File: config.mk
export PLATFORM = sky130hd
export DESIGN_NAME = sliding_window_median_filter_top
export DESIGN_NICKNAME = d
export VERILOG_FILES = /design/src/hdl/smf_pkg.sv /design/src/hdl/smf_cell.sv /design/src/hdl/sliding_window_median_filter_top.sv
export SDC_FILE = /design/constraint.sdc
export NUM_CORES = 2
export LEC_CHECK = 0
export BUFFER_PORTS_ARGS = -buffer_cell sky130_fd_sc_hd__buf_4
export CELL_PAD_IN_SITES_DETAIL_PLACEMENT = 1
export CELL_PAD_IN_SITES_GLOBAL_PLACEMENT = 2
export CORE_ASPECT_RATIO = 0.75
export CORE_UTILIZATION = 42
export DETAILED_ROUTE_END_ITERATION = 8
export GPL_ROUTABILITY_DRIVEN = 0
export PLACE_DENSITY_LB_ADDON = 0.2
export REMOVE_ABC_BUFFERS = 1
export SYNTH_ARGS = -nofsm -noshare
export SYNTH_HDL_FRONTEND = slang
export SYNTH_SLANG_ARGS = --single-unit
File: constraint.sdc
create_clock -name aclk -period 26 [get_ports aclk]
set_clock_uncertainty 0.15 [all_clocks]
set_input_delay 2.6 -clock aclk [delete_from_list [all_inputs] [get_ports aclk]]
set_output_delay 2.6 -clock aclk [all_outputs]
set_load 0.05 [all_outputs]
File: src/hdl/smf_pkg.sv
// package: shared constants and control types for the sliding window median filter
`timescale 1ns / 1ps
`default_nettype none
package smf_pkg;

    localparam int SMF_MAX_HALF_WINDOW = 16;
    localparam int SMF_SAMPLE_BITS     = 16;
    localparam int SMF_HALF_BITS       = 5;
    localparam logic [SMF_HALF_BITS-1:0] SMF_HALF_RESET = 5'd4;

    typedef struct packed {
        logic load;
        logic clear;
        logic flush;
        logic full;
    } smf_ctrl_t;

endpackage
`default_nettype wire

File: src/hdl/smf_cell.sv
// sorted window cell: one slot of the ordered sample chain with its age tag
`timescale 1ns / 1ps
`default_nettype none
module smf_cell
    import smf_pkg::*;
#(
    parameter int SAMPLE_BITS = SMF_SAMPLE_BITS,
    parameter int AGE_W       = 5
) (
    input  wire                           aclk,
    input  wire                           aresetn,
    input  smf_ctrl_t                     ctrl,
    input  wire signed [SAMPLE_BITS-1:0]  new_sample,
    input  wire        [AGE_W-1:0]        oldest_age,
    input  wire signed [SAMPLE_BITS-1:0]  left_value,
    input  wire        [AGE_W-1:0]        left_age,
    input  wire                           left_valid,
    input  wire                           left_gt,
    input  wire                           left_del,
    input  wire signed [SAMPLE_BITS-1:0]  right_value,
    input  wire        [AGE_W-1:0]        right_age,
    input  wire                           right_valid,
    input  wire                           right_gt,
    output logic signed [SAMPLE_BITS-1:0] value,
    output logic        [AGE_W-1:0]       age,
    output logic                          valid,
    output logic                          gt,
    output logic                          del
);

    logic signed [SAMPLE_BITS-1:0] value_reg, value_next;
    logic        [AGE_W-1:0]       age_reg, age_next;
    logic                          valid_reg, valid_next;

    logic signed [SAMPLE_BITS-1:0] b_value, bl_value;
    logic        [AGE_W-1:0]       b_age, bl_age;
    logic                          b_valid, bl_valid, b_gt, bl_gt;

    always_comb begin
        valid = valid_reg & ~ctrl.clear;
        value = value_reg;
        age   = age_reg;
        gt    = ~valid | (value_reg > new_sample);
        del   = left_del | (ctrl.full & valid & (age_reg == oldest_age));

        // view after removing the oldest sample
        b_value  = del ? right_value : value_reg;
        b_age    = del ? right_age   : age_reg;
        b_valid  = del ? right_valid : valid;
        b_gt     = del ? right_gt    : gt;
        bl_value = left_del ? value_reg : left_value;
        bl_age   = left_del ? age_reg   : left_age;
        bl_valid = left_del ? valid     : left_valid;
        bl_gt    = left_del ? gt        : left_gt;

        if (!b_gt) begin
            value_next = b_value;
            age_next   = b_age + AGE_W'(1);
            valid_next = b_valid;
        end else if (!bl_gt) begin
            value_next = new_sample;
            age_next   = '0;
            valid_next = 1'b1;
        end else begin
            value_next = bl_value;
            age_next   = bl_age + AGE_W'(1);
            valid_next = bl_valid;
        end
    end

    always_ff @(posedge aclk) begin
        if (!aresetn || ctrl.flush) begin
            valid_reg <= 1'b0;
        end else if (ctrl.load) begin
            valid_reg <= valid_next;
        end
        if (ctrl.load) begin
            value_reg <= value_next;
            age_reg   <= age_next;
        end
    end

endmodule
`default_nettype wire

File: src/hdl/sliding_window_median_filter_top.sv
// top level: sorted cell chain, fill tracking and median output stage
//
//  channel  | direction | payload
//  s_       | in        | tdata: sample ; tuser: first_sample
//  m_       | out       | tdata: median_times_two ; tuser: window_full
//  cfg_     | in        | data: half_window
//
//  one sample per cycle sustained while the m_ side is not stalled; a result passes through
//  the cell chain update followed by the registered middle-pair adder
//  synchronous active-low reset: window empty, half_window 4
//  a stalled m_ side holds one result and one pending update, then drops s_tready
//  a cfg_ write empties the window
`timescale 1ns / 1ps
`default_nettype none
module sliding_window_median_filter_top
    import smf_pkg::*;
#(
    parameter int MAX_HALF_WINDOW = SMF_MAX_HALF_WINDOW,
    parameter int SAMPLE_BITS     = SMF_SAMPLE_BITS
) (
    input  wire                                      aclk,
    input  wire                                      aresetn,
    input  wire                                      s_tvalid,
    output logic                                     s_tready,
    input  wire  [((SAMPLE_BITS+7)/8)*8-1:0]         s_tdata,  // sample
    input  wire                                      s_tuser,  // first_sample
    output logic                                     m_tvalid,
    input  wire                                      m_tready,
    output logic [((SAMPLE_BITS+8)/8)*8-1:0]         m_tdata,  // median_times_two
    output logic                                     m_tuser,  // window_full
    input  wire                                      cfg_valid,
    output logic                                     cfg_ready,
    input  wire  [SMF_HALF_BITS-1:0]                 cfg_data
);

    localparam int DEPTH  = 2 * MAX_HALF_WINDOW;
    localparam int IDX_W  = $clog2(DEPTH);
    localparam int CNT_W  = $clog2(DEPTH + 1);
    localparam int HW_W   = $clog2(MAX_HALF_WINDOW + 1);
    localparam int CMP_W  = (HW_W > SMF_HALF_BITS) ? HW_W : SMF_HALF_BITS;
    localparam int SUM_W  = SAMPLE_BITS + 1;
    localparam int MT_W   = ((SAMPLE_BITS + 8) / 8) * 8;

    logic [SMF_HALF_BITS-1:0] half_reg;
    logic [CNT_W-1:0]         fill_reg, fill_next;
    logic                     pend_reg, pend_full_reg;
    logic                     m_valid_reg;
    logic signed [SUM_W-1:0]  m_data_reg;
    logic                     m_full_reg;

    logic [CMP_W-1:0] half_ext, eff_half;
    logic [CNT_W-1:0] len_cnt;
    logic [IDX_W-1:0] oldest_age, lo_idx, hi_idx;
    logic             s_xfer, out_free, clear;
    smf_ctrl_t        ctrl;
    logic signed [SAMPLE_BITS-1:0] new_sample;

    logic signed [SAMPLE_BITS-1:0] c_value [DEPTH+1];
    logic        [IDX_W-1:0]       c_age   [DEPTH+1];
    logic                          c_valid [DEPTH+1];
    logic                          c_gt    [DEPTH+1];
    logic                          c_del   [DEPTH];

    logic signed [SAMPLE_BITS-1:0] lo_val, hi_val;
    logic signed [SUM_W-1:0]       sum;

    always_comb begin
        half_ext = CMP_W'(half_reg);
        if (half_ext == '0) begin
            eff_half = CMP_W'(1);
        end else if (half_ext > CMP_W'(MAX_HALF_WINDOW)) begin
            eff_half = CMP_W'(MAX_HALF_WINDOW);
        end else begin
            eff_half = half_ext;
        end
        len_cnt    = CNT_W'({eff_half, 1'b0});
        oldest_age = IDX_W'(len_cnt - CNT_W'(1));
        lo_idx     = IDX_W'(eff_half - CMP_W'(1));
        hi_idx     = IDX_W'(eff_half);

        out_free  = ~m_valid_reg | m_tready;
        s_tready  = ~pend_reg | out_free;
        s_xfer    = s_tvalid & s_tready;
        cfg_ready = 1'b1;
        clear     = s_tuser;
        new_sample = s_tdata[SAMPLE_BITS-1:0];

        ctrl.load  = s_xfer;
        ctrl.clear = clear;
        ctrl.flush = cfg_valid;
        ctrl.full  = ~clear & (fill_reg == len_cnt);

        if (clear) begin
            fill_next = CNT_W'(1);
        end else if (fill_reg < len_cnt) begin
            fill_next = fill_reg + CNT_W'(1);
        end else begin
            fill_next = fill_reg;
        end
    end

    // chain boundaries
    assign c_value[DEPTH] = '0;
    assign c_age[DEPTH]   = '0;
    assign c_valid[DEPTH] = 1'b0;
    assign c_gt[DEPTH]    = 1'b1;

    genvar gi;
    generate
        for (gi = 0; gi < DEPTH; gi++) begin : g_cell
            logic signed [SAMPLE_BITS-1:0] l_value;
            logic        [IDX_W-1:0]       l_age;
            logic                          l_valid, l_gt, l_del;
            if (gi == 0) begin : g_first
                assign l_value = '0;
                assign l_age   = '0;
                assign l_valid = 1'b0;
                assign l_gt    = 1'b0;
                assign l_del   = 1'b0;
            end else begin : g_rest
                assign l_value = c_value[gi-1];
                assign l_age   = c_age[gi-1];
                assign l_valid = c_valid[gi-1];
                assign l_gt    = c_gt[gi-1];
                assign l_del   = c_del[gi-1];
            end
            smf_cell #(
                .SAMPLE_BITS (SAMPLE_BITS),
                .AGE_W       (IDX_W)
            ) u_cell (
                .aclk        (aclk),
                .aresetn     (aresetn),
                .ctrl        (ctrl),
                .new_sample  (new_sample),
                .oldest_age  (oldest_age),
                .left_value  (l_value),
                .left_age    (l_age),
                .left_valid  (l_valid),
                .left_gt     (l_gt),
                .left_del    (l_del),
                .right_value (c_value[gi+1]),
                .right_age   (c_age[gi+1]),
                .right_valid (c_valid[gi+1]),
                .right_gt    (c_gt[gi+1]),
                .value       (c_value[gi]),
                .age         (c_age[gi]),
                .valid       (c_valid[gi]),
                .gt          (c_gt[gi]),
                .del         (c_del[gi])
            );
        end
    endgenerate

    // middle pair pick by one-hot and-or
    always_comb begin
        lo_val = '0;
        hi_val = '0;
        for (int i = 0; i < DEPTH; i++) begin
            if (lo_idx == IDX_W'(i)) begin
                lo_val = lo_val | c_value[i];
            end
            if (hi_idx == IDX_W'(i)) begin
                hi_val = hi_val | c_value[i];
            end
        end
        sum = SUM_W'(lo_val) + SUM_W'(hi_val);
    end

    always_ff @(posedge aclk) begin
        if (!aresetn) begin
            half_reg      <= SMF_HALF_RESET;
            fill_reg      <= '0;
            pend_reg      <= 1'b0;
            pend_full_reg <= 1'b0;
            m_valid_reg   <= 1'b0;
            m_full_reg    <= 1'b0;
        end else begin
            if (cfg_valid) begin
                half_reg <= cfg_data;
                fill_reg <= '0;
            end else if (s_xfer) begin
                fill_reg <= fill_next;
            end

            if (s_xfer) begin
                pend_reg      <= 1'b1;
                pend_full_reg <= (fill_next == len_cnt);
            end else if (out_free) begin
                pend_reg <= 1'b0;
            end

            if (pend_reg && out_free) begin
                m_valid_reg <= 1'b1;
                m_full_reg  <= pend_full_reg;
            end else if (m_tready) begin
                m_valid_reg <= 1'b0;
            end
        end
        if (pend_reg && out_free) begin
            m_data_reg <= pend_full_reg ? sum : '0;
        end
    end

    assign m_tvalid = m_valid_reg;
    assign m_tdata  = MT_W'($unsigned(m_data_reg));
    assign m_tuser  = m_full_reg;

endmodule
`default_nettype wire

; Word-level counts from Yosys, hierarchy flattened
; Index checks and enable logic that the tools add are counted.
[totals]
register_bits = 736
in_bits = 27
elab_cells = 929
[classes]
addsub = 36
order_cmp = 34
eq_ne = 96
n_mux = 388
bitwise = 261
n_reduce_logical = 11
[ops]
columns = operator, n
row1 = 16-bit 2-to-1 mux, 159
row2 = 16-bit OR, 62
row3 = 16-bit greater-than comparator, 32
row4 = 5-bit 2-to-1 mux, 96
row5 = 5-bit by 1-bit adder with 5-bit output (second input constant), 32
row6 = 5-bit == test, 32
row7 = 5-bit == test (second input constant), 32
row8 = 1-bit 2-to-1 mux, 131
row9 = 1-bit bitwise AND, 98
row10 = 5-bit by 4-bit == test with 1-bit output (second input constant), 16
row11 = 1-bit OR, 65
row12 = 5-bit by 3-bit == test with 1-bit output (second input constant), 8
row13 = 1-bit NOT, 36
row14 = 5-bit by 2-bit == test with 1-bit output (second input constant), 4
row15 = 16-bit by 16-bit adder with 17-bit output, 1
row16 = 5-bit zero test, 3
row17 = 6-bit == test, 2
row18 = 6-bit 2-to-1 mux, 2
row19 = 5-bit by 1-bit == test with 1-bit output (second input constant), 2
row20 = 5-bit by 1-bit subtractor with 5-bit output (second input constant), 2
row21 = 6-bit by 1-bit adder with 6-bit output (second input constant), 1
row22 = 6-bit < comparator, 1
row23 = 2-bit nonzero test, 3
row24 = 5-bit greater-than comparator (second input constant), 1
row25 = other kinds (5), 5

; Longest topological paths before layout
[depth]
word_depth = 69
mapped_depth = 35
mapped_depth_nobuf = 25

; Cells and area by module
; From an unflattened synthesis, not the netlist that was laid out.
[hier_totals]
hier_cells = 8619
area_unflattened_um2 = 76975.1
[modules_own_cells]
columns = mod, instances, cells_per_inst, area_each_um2, seq_area_each_um2
row1 = smf_cell at g_cell[22].u_cell ..., 18, 273, 2376.0, 650.6
row2 = smf_cell at g_cell[0].u_cell ..., 14, 197, 1934.4, 650.6
row3 = sliding_window_median_filter_top, 1, 947, 7125.6, 810.8

; Least setup slack after synthesis
; OpenSTA, ideal clock, no wires.
[synth_timing]
path_type = input port to flip-flop
startpoint = input port m_tready
endpoint = register g_cell[13].u_cell.valid_reg
setup_ps = 136
t_arrival_ps = 23159
t_required_ps = 25714
setup_slack_ps = 2556
path_stages = 7
n_path_buf = 1
cell_sequence = nor2b_1 > nand2_1 > nand2_1 > clkinv_1 > clkbuf_1 > o21ai_0 > a21oi_1
[synth_between]
elab_chain_cells = 3
[synth_lines]
columns = element, line
row1 = start: declaration, sliding_window_median_filter_top.sv:28  ; input wire m_tready,
row2 = 1-bit OR, sliding_window_median_filter_top.sv:81  ; out_free = ~m_valid_reg | m_tready;
row3 = 1-bit OR, sliding_window_median_filter_top.sv:82  ; s_tready = ~pend_reg | out_free;
row4 = named net s_tready, sliding_window_median_filter_top.sv:24  ; output logic s_tready,
row5 = 1-bit bitwise AND, sliding_window_median_filter_top.sv:83  ; s_xfer = s_tvalid & s_tready;
row6 = named net s_xfer, sliding_window_median_filter_top.sv:54  ; logic s_xfer, out_free, clear;
row7 = end signal: assignment, smf_cell.sv:75  ; valid_reg <= valid_next;
row8 = end: declaration, smf_cell.sv:33  ; logic valid_reg, valid_next;
; The timed path passes the listed nets, and every way through them passes these cells.
; A chain may end at the register's enable or synchronous reset.

; Worst setup path after layout
[layout_timing]
startpoint = register half_reg[4] (netlist: half_ext[4])
endpoint = register g_cell[16].u_cell.age_reg[4], data pin
[layout_between]
elab_chain_cells = 26
[layout_lines]
columns = element, line
row1 = start: declaration, sliding_window_median_filter_top.sv:44  ; logic [SMF_HALF_BITS-1:0] half_reg;
row2 = start signal: assignment, sliding_window_median_filter_top.sv:179  ; half_reg <= cfg_data;
row3 = 5-bit greater-than comparator, sliding_window_median_filter_top.sv:71  ; end else if (half_ext > CMP_W'(MAX_HALF_WINDOW)) begin
row4 = 5-bit 2-to-1 mux, sliding_window_median_filter_top.sv:71
row5 = 5-bit 2-to-1 mux *, sliding_window_median_filter_top.sv:69  ; if (half_ext == '0) begin
row6 = "parallel branches: the longest is 22 deep, another holds 5-bit by 1-bit subtractor with 5-bit output", --
row7 = 5-bit 2-to-1 mux *, smf_cell.sv:56  ; if (!b_gt) begin
row8 = named net g_cell[16].u_cell.age_next[4], smf_cell.sv:32  ; logic [AGE_W-1:0] age_reg, age_next;
row9 = end signal: assignment, smf_cell.sv:79  ; age_reg <= age_next;
row10 = end: declaration, smf_cell.sv:32
; Mark *: on every way through the listed nets, which the timed path passes.

==> out/summary.txt <==
synthesized area per cell: 9.14 um^2
vias post-DR: 66,226
first-pass GRT wire length: 475 mm
Critical Path Max Stage Delay: 0.90 ns
Die X: 462 um
Seq cells post-synth: 736
setup ws final: 17.16 ns
setup_tns: 0 ns
post_cts resized: 0
CTS root buf: clkbuf_16
Setup Buffers After CTS: 0
CTS sink cnt: 736
HPWL Detailed: 244 mm
area of the die: 160,000 um^2
Peak Freq: 113 MHz
Critical Path Sink Type: register
post-synthesis compound-gate area fraction: 21.9%
largest family of logic cells by synthesized area: compound AO/OA/AOI/OAI gates
Cell Rows: 126
Tot GR Track Use: 40.9%
htree depth: 3
failing checks: design-rule violations, max-slew violations
Mapped Area: 66,600 um^2
nets: 7,721
maxcap violations: 0
CTS tree: done
post-DR vias/cell: 7.11
hold buffers post-CTS: 0
Slew HR: -4.69%
total CTS buffers: 94
clk slew on worst S/H paths: 0.06 ns
Fin. Hold Viols: 0
critical path's slowest cell: or4_1
crit-path leading delay family: simple AND/OR/NAND/NOR gates
Critical Path RT: 26.30 ns
# fillers: 18,051
largest net degree at the start of global routing: 119
RSZ-0062 raised after global routing: false
worst-path fanout max: 34
XOR/XNOR Fraction of Synth Area: 3.83%
# DRC: 288
final setup fails: 0
hold crit path type: register to register
Routed Antenna Nets: 0
crit path cell chain: buf_4, nand2b_1, and2_4, inv_1, ha_2, buf_4, xnor2_1, and3_1, nand3_1, or3_1, nand3_1, or4_1, nor3_4, buf_4, nand2_1, mux2_2, ha_1, nand3_1, xor2_1, nand2_1, o21ai_0, o22ai_1
post-synthesis mux area share: 10.5%
flip-flop count of the largest register after layout: 512
Simple-Gate Fraction of Synth Area: 15.9%
Pwr Density: 59.2 nW/um^2
maximum VDD drop: 0.0550 mV
yosys warns: 0
status: finished with violations
static leakage: 28.7 nW
antenna violations before repair: 14
Buf/Inv on CP: 4
Iteration-0 DRC Markers: 10,676
synthesis-to-finish area growth: 8.99%
Die Height: 347 um
ys flop type: edfxtp_1
share of layout cells above drive strength 1: 10.0%
dpl ws: 17.24 ns
io pins: 55
Unique masters post-synth: 115
routed wire length: 339 mm
post-synthesis sequential area ratio: 32.5%
Pre-Repair DR Iteration Count: 9
crit path time final: 8.84 ns
final core utilization: 46.1%
starting density of the core: 42.3%
core box area: 157,000 um^2
CTS max path bufs: 3
Tcrit/Tclk final: 34.0%
vias in the first global route: 63,005
fin. max-slew vios: 1
routed len/inst: 36.3 um
adder-cell share of the synthesized area: 10.8%
Gate Count Post-Synth: 7,281
Slew @ Worst Pin: 1.57 ns
Setup CP Type: register to register
Startpoint Class: register
Post-synth ARST share: 0%
number of synthesized flops with an enable pin: 689
Congestion Overflow GR: 0
Arr. time, crit path: 9.13 ns
Worst-Skew Late Latency: 0.77 ns
IO Port Bufs: 46
==> kinds of logic (layout without fill, tap and decap cells) <==
group           Yosys count  count (layout)
xor+xnor                259             259
flops                   736             736
mux                     673             673
buf+inv                 714             628
compound gates         2154            2154
simple gates           2171            2171
fa+ha+maj               572             572
other cells               2              15
==> Yosys cell counts, drive strengths merged, types with 20 or more instances <==
library cell	n	area share, %
xnor3	20	0.68
xor2	108	1.4
nor2b	95	0.89
nand2b	73	0.69
o221ai	133	1.8
a21o	86	0.97
inv	178	1.0
nor2	451	2.6
nor3	109	0.87
a21boi	22	0.25
buf	216	1.8
clkbuf	319	1.8
nand3	210	1.6
nor4	38	0.45
or3	77	0.72
and2	34	0.33
ha	571	11
o22ai	118	1.2
a31oi	47	0.44
a22o	80	1.1
mux2i	531	8.1
a21oi	387	2.9
edfxtp	689	31
a211oi	126	1.4
and3	104	0.99
o211ai	144	1.6
o31ai	35	0.41
xnor2	131	1.7
nand4	163	1.6
a221oi	76	1.0
mux2	142	2.4
o21ai	485	3.7
dfxtp	47	1.4
o21a	61	0.69
nand2	717	4.0
a22oi	192	2.2
a222oi	31	0.47
==> metal layers <==
metal	share of wire, %	wire length [um]	track usage [%]
met5	0.23	770	2.56
met4	4.5	15100	15.3
met3	15	49400	16.1
met2	38	128000	53.2
met1	43	145000	59.1
==> worst reg2reg max path: cells and delay by family (launching register included) <==
family                     cells  cell delay (ns)
and+or+nand+nor               11             3.92
AOI/OAI and AO/OA              2             0.33
DFF                            1             0.66
muxes                          1             0.59
xor gates and xnor gates       2             0.36
buffers and inverters          4             1.53
adders and majority gates      2             1.00
==> per-stage QoR <==
stage / power, mW / area (um^2) / hold slack, ns / std cells
3_5_place_dp: 2.78 / 69300 / 0.299 / 9138
6_report: 4.29 / 72500 / 0.315 / 9320
5_1_grt: 4.40 / 72500 / 0.332 / 9314
2_1_floorplan: 2.32 / 64200 / 0.274 / 6752
3_3_place_gp: 2.74 / 69300 / 0.282 / 9138
4_1_cts: 4.22 / 72500 / 0.308 / 9313
==> cell usage in the layout (no fill, tap or decap), drive strengths merged, types with 118 or more instances in the layout <==
master	Yosys	routed
a211oi	126	126
a21oi	387	387
a22oi	192	192
buf	216	274
clkbuf	319	128
edfxtp	689	689
ha	571	571
inv	178	182
mux2	142	142
mux2i	531	531
nand2	717	717
nand3	210	210
nand4	163	163
nor2	451	451
o211ai	144	144
o21ai	485	485
o221ai	133	133
o22ai	118	118
xnor2	131	131
==> layout make-up <==
type | instances | area (um^2) | share of cell area (%)
inverters | 179 | 679 | 0.937
diodes | 7 | 17.5 | 0.0241
clock inverters | 47 | 577 | 0.795
multi-input cells | 5837 | 42300 | 58.3
clock buffers | 128 | 2660 | 3.67
well taps | 2112 | 2640 | 3.64
flip-flops and latches | 736 | 21600 | 29.8
repair buffers | 274 | 2060 | 2.84
==> power by group <==
| part | internal (mW) | switching (mW) | leakage, nW |
|---|---|---|---|
| clock | 0.836 | 0.620 | 1.58 |
| combinational | 0.433 | 0.696 | 20.0 |
| sequential | 1.45 | 0.259 | 7.13 |
==> path summary, 6_finish.rpt <==
path | to | cells past startpoint | slack, ns | start
max reg2reg | g_cell[16].u_cell.age[4]$_DFFE_PP_ | 22 | 17.16 | half_ext[4]$_SDFFE_PN0P_
min | g_cell[19].u_cell.valid_reg$_SDFFE_PP0P_ | 2 | 0.31 | g_cell[19].u_cell.valid_reg$_SDFFE_PP0P_
max | g_cell[16].u_cell.age[4]$_DFFE_PP_ | 22 | 17.16 | half_ext[4]$_SDFFE_PN0P_
min reg2reg | g_cell[19].u_cell.valid_reg$_SDFFE_PP0P_ | 2 | 0.31 | g_cell[19].u_cell.valid_reg$_SDFFE_PP0P_
Note: power is estimated with default switching activity, not from simulation.
